`src/sv/efsd_pkg.sv`:
```
// Shared types, widths and helpers for the earliest-free-server dispatcher.
// No dependencies; used by efsd_ctrl, efsd_dp and the top-level dispatcher.
`timescale 1ns / 1ps

package efsd_pkg;

  localparam int SRV_W           = 4;
  localparam int TIME_W          = 16;
  localparam int TOT_W           = 32;
  localparam int CFG_W           = 5;
  localparam int DEF_MAX_SERVERS = 16;
  localparam logic [CFG_W-1:0] CFG_RESET = CFG_W'(16);

  typedef struct packed {
    logic              new_batch;
    logic [TIME_W-1:0] service_time;
    logic [TIME_W-1:0] job_cost;
  } in_item_t;

  typedef struct packed {
    logic [SRV_W-1:0] chosen_server;
    logic [TOT_W-1:0] server_finish;
    logic [TOT_W-1:0] server_cost_total;
    logic [TOT_W-1:0] makespan;
  } out_item_t;

  typedef struct packed {
    logic [TOT_W-1:0] finish;
    logic [TOT_W-1:0] cost;
  } srv_entry_t;

  typedef struct packed {
    logic capture;
    logic seed;
    logic scan_rd;
    logic fetch_rd;
    logic commit;
  } ctrl_cmd_t;

  typedef struct packed {
    logic seed_avail;
    logic scan_last;
    logic out_free;
  } dp_sts_t;

  function automatic logic [TOT_W-1:0] sat_add(input logic [TOT_W-1:0] a,
                                                input logic [TIME_W-1:0] b);
    logic [TOT_W:0] s;
    s = {1'b0, a} + {{(TOT_W + 1 - TIME_W){1'b0}}, b};
    return s[TOT_W] ? {TOT_W{1'b1}} : s[TOT_W-1:0];
  endfunction

endpackage

```
`src/sv/efsd_ram.sv`:
```
// Generic single-write, single-read RAM with registered read data.
// No dependencies.
`timescale 1ns / 1ps

module efsd_ram #(
  parameter int WIDTH = 64,
  parameter int DEPTH = 16
) (
  input  logic                     clk,
  input  logic                     wr_en,
  input  logic [$clog2(DEPTH)-1:0] wr_addr,
  input  logic [WIDTH-1:0]         wr_data,
  input  logic                     rd_en,
  input  logic [$clog2(DEPTH)-1:0] rd_addr,
  output logic [WIDTH-1:0]         rd_data
);

  logic [WIDTH-1:0] mem [DEPTH];
  logic [WIDTH-1:0] rd_data_r;

  always_ff @(posedge clk) begin
    if (wr_en) begin
      mem[wr_addr] <= wr_data;
    end
    if (rd_en) begin
      rd_data_r <= mem[rd_addr];
    end
  end

  assign rd_data = rd_data_r;

endmodule

```
`src/sv/efsd_ctrl.sv`:
```
// Controller for the dispatcher: sequences capture, seeding, minimum scan,
// fetch and commit. Depends on efsd_pkg for the command and status types.
`timescale 1ns / 1ps

module efsd_ctrl (
  input  logic                clk,
  input  logic                rst_n,
  input  logic                in_valid,
  output logic                in_stall,
  input  efsd_pkg::dp_sts_t   sts,
  output efsd_pkg::ctrl_cmd_t cmd
);

  import efsd_pkg::*;

  typedef enum logic [2:0] {
    ST_IDLE,
    ST_DECIDE,
    ST_SCAN,
    ST_DRAIN,
    ST_FETCH,
    ST_UPDATE
  } state_t;

  state_t state_r;
  state_t state_nxt;

  assign in_stall = (state_r != ST_IDLE);

  always_comb begin
    cmd       = '0;
    state_nxt = state_r;
    unique case (state_r)
      ST_IDLE: begin
        if (in_valid) begin
          cmd.capture = 1'b1;
          state_nxt   = ST_DECIDE;
        end
      end
      ST_DECIDE: begin
        if (sts.seed_avail) begin
          cmd.seed  = 1'b1;
          state_nxt = ST_FETCH;
        end else begin
          state_nxt = ST_SCAN;
        end
      end
      ST_SCAN: begin
        cmd.scan_rd = 1'b1;
        if (sts.scan_last) begin
          state_nxt = ST_DRAIN;
        end
      end
      ST_DRAIN: begin
        state_nxt = ST_FETCH;
      end
      ST_FETCH: begin
        cmd.fetch_rd = 1'b1;
        state_nxt    = ST_UPDATE;
      end
      ST_UPDATE: begin
        if (sts.out_free) begin
          cmd.commit = 1'b1;
          state_nxt  = ST_IDLE;
        end
      end
      default: begin
        state_nxt = ST_IDLE;
      end
    endcase
  end

  always_ff @(posedge clk) begin
    if (!rst_n) begin
      state_r <= ST_IDLE;
    end else begin
      state_r <= state_nxt;
    end
  end

endmodule

```
`src/sv/efsd_dp.sv`:
```
// Datapath for the dispatcher: server-state RAM with valid bits, scan and
// minimum registers, saturating update and the output register.
// Depends on efsd_pkg and efsd_ram.
`timescale 1ns / 1ps

module efsd_dp #(
  parameter int MAX_SERVERS = efsd_pkg::DEF_MAX_SERVERS
) (
  input  logic                              clk,
  input  logic                              rst_n,
  input  logic                              cfg_wr_en,
  input  logic [efsd_pkg::CFG_W-1:0]        cfg_wr_data,
  input  efsd_pkg::in_item_t                in_data,
  input  efsd_pkg::ctrl_cmd_t               cmd,
  output efsd_pkg::dp_sts_t                 sts,
  output logic                              out_valid,
  input  logic                              out_stall,
  output efsd_pkg::out_item_t               out_data
);

  import efsd_pkg::*;

  localparam int IDX_W = $clog2(MAX_SERVERS);
  localparam int CNT_W = $clog2(MAX_SERVERS + 1);
  localparam int CMP_W = (CNT_W > CFG_W) ? CNT_W : CFG_W;
  localparam int ENT_W = 2 * TOT_W;

  logic [CFG_W-1:0]       servers_in_use_r;
  logic [CNT_W-1:0]       n_act;
  logic [CMP_W-1:0]       cfg_ext;
  logic [CMP_W-1:0]       n_clamp;

  logic [TIME_W-1:0]      time_r;
  logic [TIME_W-1:0]      cost_r;
  logic [CNT_W-1:0]       seeded_r;
  logic [TOT_W-1:0]       longest_r;
  logic [MAX_SERVERS-1:0] valid_r;

  logic [IDX_W-1:0]       scan_idx_r;
  logic                   cmp_pending_r;
  logic [IDX_W-1:0]       cmp_idx_r;
  logic                   rd_ok_r;
  logic [TOT_W-1:0]       min_r;
  logic [IDX_W-1:0]       pick_r;

  logic                   rd_en;
  logic [IDX_W-1:0]       rd_addr;
  logic [ENT_W-1:0]       rd_raw;
  srv_entry_t             rd_ent;
  srv_entry_t             wr_ent;
  logic [TOT_W-1:0]       new_finish;
  logic [TOT_W-1:0]       new_cost;
  logic [TOT_W-1:0]       new_longest;

  logic                   out_valid_r;
  out_item_t              out_data_r;

  assign cfg_ext = CMP_W'(servers_in_use_r);
  always_comb begin
    if (cfg_ext == '0) begin
      n_clamp = CMP_W'(1);
    end else if (cfg_ext > CMP_W'(MAX_SERVERS)) begin
      n_clamp = CMP_W'(MAX_SERVERS);
    end else begin
      n_clamp = cfg_ext;
    end
  end
  assign n_act = CNT_W'(n_clamp);

  assign rd_en   = cmd.scan_rd | cmd.fetch_rd;
  assign rd_addr = cmd.fetch_rd ? pick_r : scan_idx_r;

  efsd_ram #(
    .WIDTH (ENT_W),
    .DEPTH (MAX_SERVERS)
  ) u_ram (
    .clk     (clk),
    .wr_en   (cmd.commit),
    .wr_addr (pick_r),
    .wr_data (wr_ent),
    .rd_en   (rd_en),
    .rd_addr (rd_addr),
    .rd_data (rd_raw)
  );

  assign rd_ent      = rd_ok_r ? srv_entry_t'(rd_raw) : '0;
  assign new_finish  = sat_add(rd_ent.finish, time_r);
  assign new_cost    = sat_add(rd_ent.cost, cost_r);
  assign new_longest = (new_finish > longest_r) ? new_finish : longest_r;
  assign wr_ent      = '{finish: new_finish, cost: new_cost};

  assign sts.seed_avail = (seeded_r < n_act);
  assign sts.scan_last  = (CNT_W'(scan_idx_r) == (n_act - CNT_W'(1)));
  assign sts.out_free   = !out_valid_r || !out_stall;

  always_ff @(posedge clk) begin
    if (!rst_n) begin
      servers_in_use_r <= CFG_RESET;
      seeded_r         <= '0;
      longest_r        <= '0;
      valid_r          <= '0;
      cmp_pending_r    <= 1'b0;
      out_valid_r      <= 1'b0;
    end else begin
      if (cfg_wr_en) begin
        servers_in_use_r <= cfg_wr_data;
      end
      if (cmd.capture && in_data.new_batch) begin
        seeded_r  <= '0;
        longest_r <= '0;
        valid_r   <= '0;
      end
      if (cmd.seed) begin
        seeded_r <= seeded_r + CNT_W'(1);
      end
      cmp_pending_r <= cmd.scan_rd;
      if (cmd.commit) begin
        valid_r[pick_r] <= 1'b1;
        longest_r       <= new_longest;
        out_valid_r     <= 1'b1;
      end else if (out_valid_r && !out_stall) begin
        out_valid_r <= 1'b0;
      end
    end
  end

  always_ff @(posedge clk) begin
    if (cmd.capture) begin
      time_r     <= in_data.service_time;
      cost_r     <= in_data.job_cost;
      scan_idx_r <= '0;
    end
    if (cmd.scan_rd) begin
      scan_idx_r <= scan_idx_r + IDX_W'(1);
      cmp_idx_r  <= scan_idx_r;
    end
    if (rd_en) begin
      rd_ok_r <= valid_r[rd_addr];
    end
    if (cmd.seed) begin
      pick_r <= seeded_r[IDX_W-1:0];
    end
    if (cmp_pending_r) begin
      if ((cmp_idx_r == '0) || (rd_ent.finish < min_r)) begin
        min_r  <= rd_ent.finish;
        pick_r <= cmp_idx_r;
      end
    end
    if (cmd.commit) begin
      out_data_r.chosen_server     <= SRV_W'(pick_r);
      out_data_r.server_finish     <= new_finish;
      out_data_r.server_cost_total <= new_cost;
      out_data_r.makespan          <= new_longest;
    end
  end

  assign out_valid = out_valid_r;
  assign out_data  = out_data_r;

endmodule

```
`src/sv/earliest_free_server_dispatch.sv`:
```
// Earliest-free-server dispatcher: places each job on a server and reports the
// server's new finish time, cost total and the batch makespan, one result per
// job. A job that seeds a fresh server passes the decide, fetch and update
// states before the next possible transfer; a job that searches also passes
// the scan and drain states, where the minimum search over the active servers
// reads one entry per cycle through the single read port of the server-state
// RAM. A finished result sits in an output register, so a new job is taken
// while it waits. Depends on efsd_pkg, efsd_ctrl, efsd_dp and efsd_ram.
`timescale 1ns / 1ps

module earliest_free_server_dispatch #(
  parameter int MAX_SERVERS = efsd_pkg::DEF_MAX_SERVERS
) (
  input  logic                       clk,
  input  logic                       rst_n,
  input  logic                       cfg_wr_en,
  input  logic [efsd_pkg::CFG_W-1:0] cfg_wr_data,
  input  logic                       in_valid,
  output logic                       in_stall,
  input  efsd_pkg::in_item_t         in_data,
  output logic                       out_valid,
  input  logic                       out_stall,
  output efsd_pkg::out_item_t        out_data
);

  import efsd_pkg::*;

  ctrl_cmd_t cmd;
  dp_sts_t   sts;

  efsd_ctrl u_ctrl (
    .clk      (clk),
    .rst_n    (rst_n),
    .in_valid (in_valid),
    .in_stall (in_stall),
    .sts      (sts),
    .cmd      (cmd)
  );

  efsd_dp #(
    .MAX_SERVERS (MAX_SERVERS)
  ) u_dp (
    .clk         (clk),
    .rst_n       (rst_n),
    .cfg_wr_en   (cfg_wr_en),
    .cfg_wr_data (cfg_wr_data),
    .in_data     (in_data),
    .cmd         (cmd),
    .sts         (sts),
    .out_valid   (out_valid),
    .out_stall   (out_stall),
    .out_data    (out_data)
  );

  a_busy_after_transfer: assert property (@(posedge clk) disable iff (!rst_n)
    (in_valid && !in_stall) |=> in_stall)
    else $error("input taken again right after a transfer");

  a_commit_fills_output: assert property (@(posedge clk) disable iff (!rst_n)
    cmd.commit |=> out_valid)
    else $error("commit did not present a result");

  a_commit_slot_free: assert property (@(posedge clk) disable iff (!rst_n)
    cmd.commit |-> (!out_valid || !out_stall))
    else $error("commit overwrote a pending result");

  a_makespan_bound: assert property (@(posedge clk) disable iff (!rst_n)
    out_valid |-> (out_data.makespan >= out_data.server_finish))
    else $error("makespan below server finish time");

endmodule
```
`config.mk`:
```
export PLATFORM = sky130hd
export DESIGN_NAME = earliest_free_server_dispatch
export DESIGN_NICKNAME = d
export VERILOG_FILES = /design/src/sv/efsd_pkg.sv /design/src/sv/efsd_ram.sv /design/src/sv/efsd_ctrl.sv /design/src/sv/efsd_dp.sv /design/src/sv/earliest_free_server_dispatch.sv
export SDC_FILE = /design/constraint.sdc
export NUM_CORES = 2
export LEC_CHECK = 0
export BUFFER_PORTS_ARGS = -buffer_cell sky130_fd_sc_hd__buf_2
export CAP_MARGIN = 20
export CORE_ASPECT_RATIO = 1.4
export CORE_MARGIN = 2
export CORE_UTILIZATION = 27
export CTS_BUF_LIST = sky130_fd_sc_hd__clkbuf_16
export DETAILED_ROUTE_END_ITERATION = 12
export PLACE_DENSITY = 0.5
export SYNTH_ARGS = -nofsm -noshare
export SYNTH_HDL_FRONTEND = slang
export SYNTH_SLANG_ARGS = --single-unit
```
`constraint.sdc`:
```
create_clock -name clk -period 14.41 [get_ports clk]
set_input_delay 0.7205 -clock clk [delete_from_list [all_inputs] [get_ports clk]]
set_output_delay 0.7205 -clock clk [all_outputs]
set_load 0.05 [all_outputs]
```
==> impl_metrics.ini <==
[status]
outcome = finished, final reports clean

[yosys]
synth.distinct_cells = 90
synth_edf_count = 1261
synth_commonest_cells = edfxtp_1, mux4_2, nand2_1, and2_1, ha_1
synth_xor_area_share_pct = 0.778
synth-simple-area-share_pct = 5.61
synth-compound-area-share_pct = 5.03
synth_top_area_share_pct = 70.1
synth_top_family_by_area = multiplexers
ys_async_sr_fraction_pct = 0
synthAdderAreaFrac_pct = 2.30
synth_top_area_cell = edfxtp_1
synth_most_common_cell = edfxtp_1
yosysWarnings = 0
syn_nets = 3156
synth_seq_cells = 1328
synthCells = 3017
synth-seq-area-share_pct = 72.5
syn_avg_cell_area_um2 = 17.9
synth_area_leaders = edfxtp_1, mux4_2, dfxtp_1
synth.area.mux_share_pct = 11.9
ys.flop_type = edfxtp_1
syn_area_mm2 = 0.0540

[worst_setup_path]
path_buf_inv = 2
start_kind = flip-flop
critPathSlowestCell = edfxtp_1
crit_path_max_incr_delay_ns = 0.69
cp_top_family = simple AND/OR/NAND/NOR gates
worstPathRequired_ns = 14.94
r2r_cells = 19
path_cells = buf_4 -> buf_4 -> and2_1 -> ha_1 -> o221ai_1 -> or3_1 -> a311oi_2 -> o311ai_4 -> a211oi_2 -> a31oi_1 -> nand2_1 -> ha_1 -> nand4_1 -> nor4_1 -> o311ai_0 -> nand3_1 -> a21oi_1 -> or2_2 -> mux2_1
r2r_slack_ns = 6.61
path_max_fanout = 51
cp-end-kind = flip-flop
critPathKind = reg2reg
cp.depth = 19
arrival_ns = 8.33

[grt]
grt_usage_pct = 14.3
grt-ovfl-total = 0
grt_pass1_wl_um = 213000
grt_max_degree = 98
antenna_found_initial = 8
grt_pass1_vias = 29900

[clock_tree]
cts_resized = 0
clock_latency_ns = 0.78
clock-sinks = 1328
post-cts-setup-buffer-count = 0
path_clk_slew_ns = 0.06
clockBufferDepth = 3
cts_htree_levels = 4
numCtsBuffers = 140
cts-root-buf = clkbuf_16
ctsHoldBuffers = 0
cts_tree = built

[power]
powerDensity_mw_per_mm2 = 143
combPwrFrac_pct = 11.2
switching_share_pct = 24.9
p_total_mw = 9.01
peakVddDrop_mv = 0.103
seqPwrFrac_pct = 49.4
p_int_mw = 6.77
p_leak_nw = 20.7
p_switching_mw = 2.24
clockPowerShare_pct = 39.4

[routing]
routed_wl_um = 147000
vias_per_cell = 4.74
routedWlPerCell_um = 24.4
first_iter_violations = 2189
antenna_left = 0
vias = 28500
drc = 0
firstDrtPassIters = 5

[floorplan]
die-area_mm2 = 0.204
io_pins = 145
die_x_um = 382
fp-row-count = 194
start_util_pct = 27.1
core_area_mm2 = 0.199
die_h_um = 533

[timing]
skew_ns = 0.0371
slew_headroom_pct = 25.9
final-setup-viol-count = 0
fmax_mhz = 128
min_period_ns = 7.80
tightest_slew_ns = 1.09
fin_crit_sh_pct = 54.2
rsz0062_at_grt = no
fin_tns_setup_ns = 0
whs_ns = 0.112
slew_viol_final = 0
hold_violations = 0

[placement]
placed_area_mm2 = 0.0583
dp.cells = 5747
hpwl_um = 81800
gp_congestion = 0.824
port_buffers = 144

[layout]
layoutNonFillerInstCount = 6007
fin_area_mm2 = 0.0629
nNetsFinal = 3387
final_layout_size_suffix_gt1_share_pct = 23.6
area_growth_pct = 16.3

[job]
drv_cap = 0

[hold_path]
hold_depth = 1
hp-class = in2reg
## logic make-up (layout without fill, tap and decap cells)
kind of cell | after synthesis | count (layout)
mux | 311 | 311
fa+ha+maj | 99 | 99
xor+xnor | 48 | 48
simple gates | 610 | 610
flops | 1328 | 1328
compound gates | 384 | 384
buf+inv | 237 | 579
other cells | 0 | 2
## through the flow
step                      util [%]  worst slack (ns)
final                         31.5              6.61
after global routing          31.5              6.11
after CTS                     31.5              6.47
after detailed placement      29.3              6.51
after global placement        29.2              6.55
after floorplan                  -              5.94
## sequential cells by signal, indices dropped and copies added, names as in the netlist, 3 cells and up
signal	flops
u_dp.cmp_idx_r	4
u_dp.out_data	100
u_dp.u_ram.rd_data	64
u_dp.longest_r	32
u_dp.valid_r	16
u_dp.cfg_ext	5
u_dp.u_ram.mem	1024
u_dp.time_r	16
u_dp.seeded_r	5
u_dp.min_r	32
u_ctrl.state_r	3
u_dp.cost_r	16
u_dp.pick_r	4
u_dp.scan_idx_r	4
## layer usage
layer / GRT usage, % / routed length [um] / up-vias
met1: 19.2 / 65600 / 15100
met2: 24.1 / 72100 / 659
li1: - / - / 12500
met5: 0 / 7 / -
met4: 3.72 / 3000 / 2
met3: 2.12 / 5910 / 184
## power by group through the flow
stage,sequential (mW),clock [mW],combinational (mW)
4_1_cts,4.45,3.66,1.03
2_1_floorplan,4.53,0,0.688
6_report,4.45,3.55,1.01
3_3_place_gp,4.54,0,1.02
3_5_place_dp,4.53,0,1.02
5_1_grt,4.46,3.80,1.11
## area by class of cell
| class | count | area [um2] |
|---|---|---|
| Fill cell | 19200 | 136000 |
| Sequential cell | 1328 | 39200 |
| Multi-Input combinational cell | 1452 | 14100 |
| Clock buffer | 144 | 3600 |
| Tap cell | 2646 | 3310 |
| Timing Repair Buffer | 228 | 1380 |
| Clock inverter | 109 | 930 |
| Inverter | 98 | 373 |
| Antenna cell | 2 | 5.00 |
## placed cells by master, fill, tap and decap left out, types with 8 or more instances in the layout
master | synthesis | final
a22o_1 | 15 | 15
mux4_2 | 260 | 260
or3_1 | 12 | 12
nor2b_1 | 34 | 34
or2_2 | 10 | 10
edfxtp_1 | 1261 | 1261
and3_1 | 18 | 18
o21ai_0 | 45 | 38
buf_4 | 2 | 82
nor2_4 | 0 | 13
o21a_1 | 8 | 8
nor2_1 | 64 | 51
nand2b_1 | 13 | 13
xor2_1 | 17 | 17
a31oi_1 | 80 | 77
ha_1 | 95 | 95
a21oi_1 | 64 | 63
clkinv_2 | 0 | 23
dfxtp_1 | 67 | 67
clkbuf_16 | 0 | 144
xnor2_1 | 31 | 31
mux2_2 | 32 | 31
a211oi_1 | 73 | 73
nand4_1 | 18 | 18
o21ai_1 | 3 | 10
clkinv_1 | 2 | 33
inv_1 | 94 | 119
a21o_1 | 19 | 19
nand2_1 | 253 | 253
nand3_1 | 29 | 29
bufinv_16 | 0 | 9
nor3_1 | 16 | 11
buf_2 | 52 | 144
and2_1 | 111 | 111
## final timing paths
kind / start / to
setup / recovery: u_dp.rd_ok_r$_DFFE_PP_ / u_dp.out_data[15]$_DFFE_PP_
hold / removal: in_data[2] / u_dp.cost_r[2]$_DFFE_PP_
setup reg to reg: u_dp.rd_ok_r$_DFFE_PP_ / u_dp.out_data[15]$_DFFE_PP_
hold reg to reg: u_dp.longest_r[19]$_SDFFE_PN0P_ / u_dp.longest_r[19]$_SDFFE_PN0P_
Note: power is estimated with default switching activity, not from simulation.
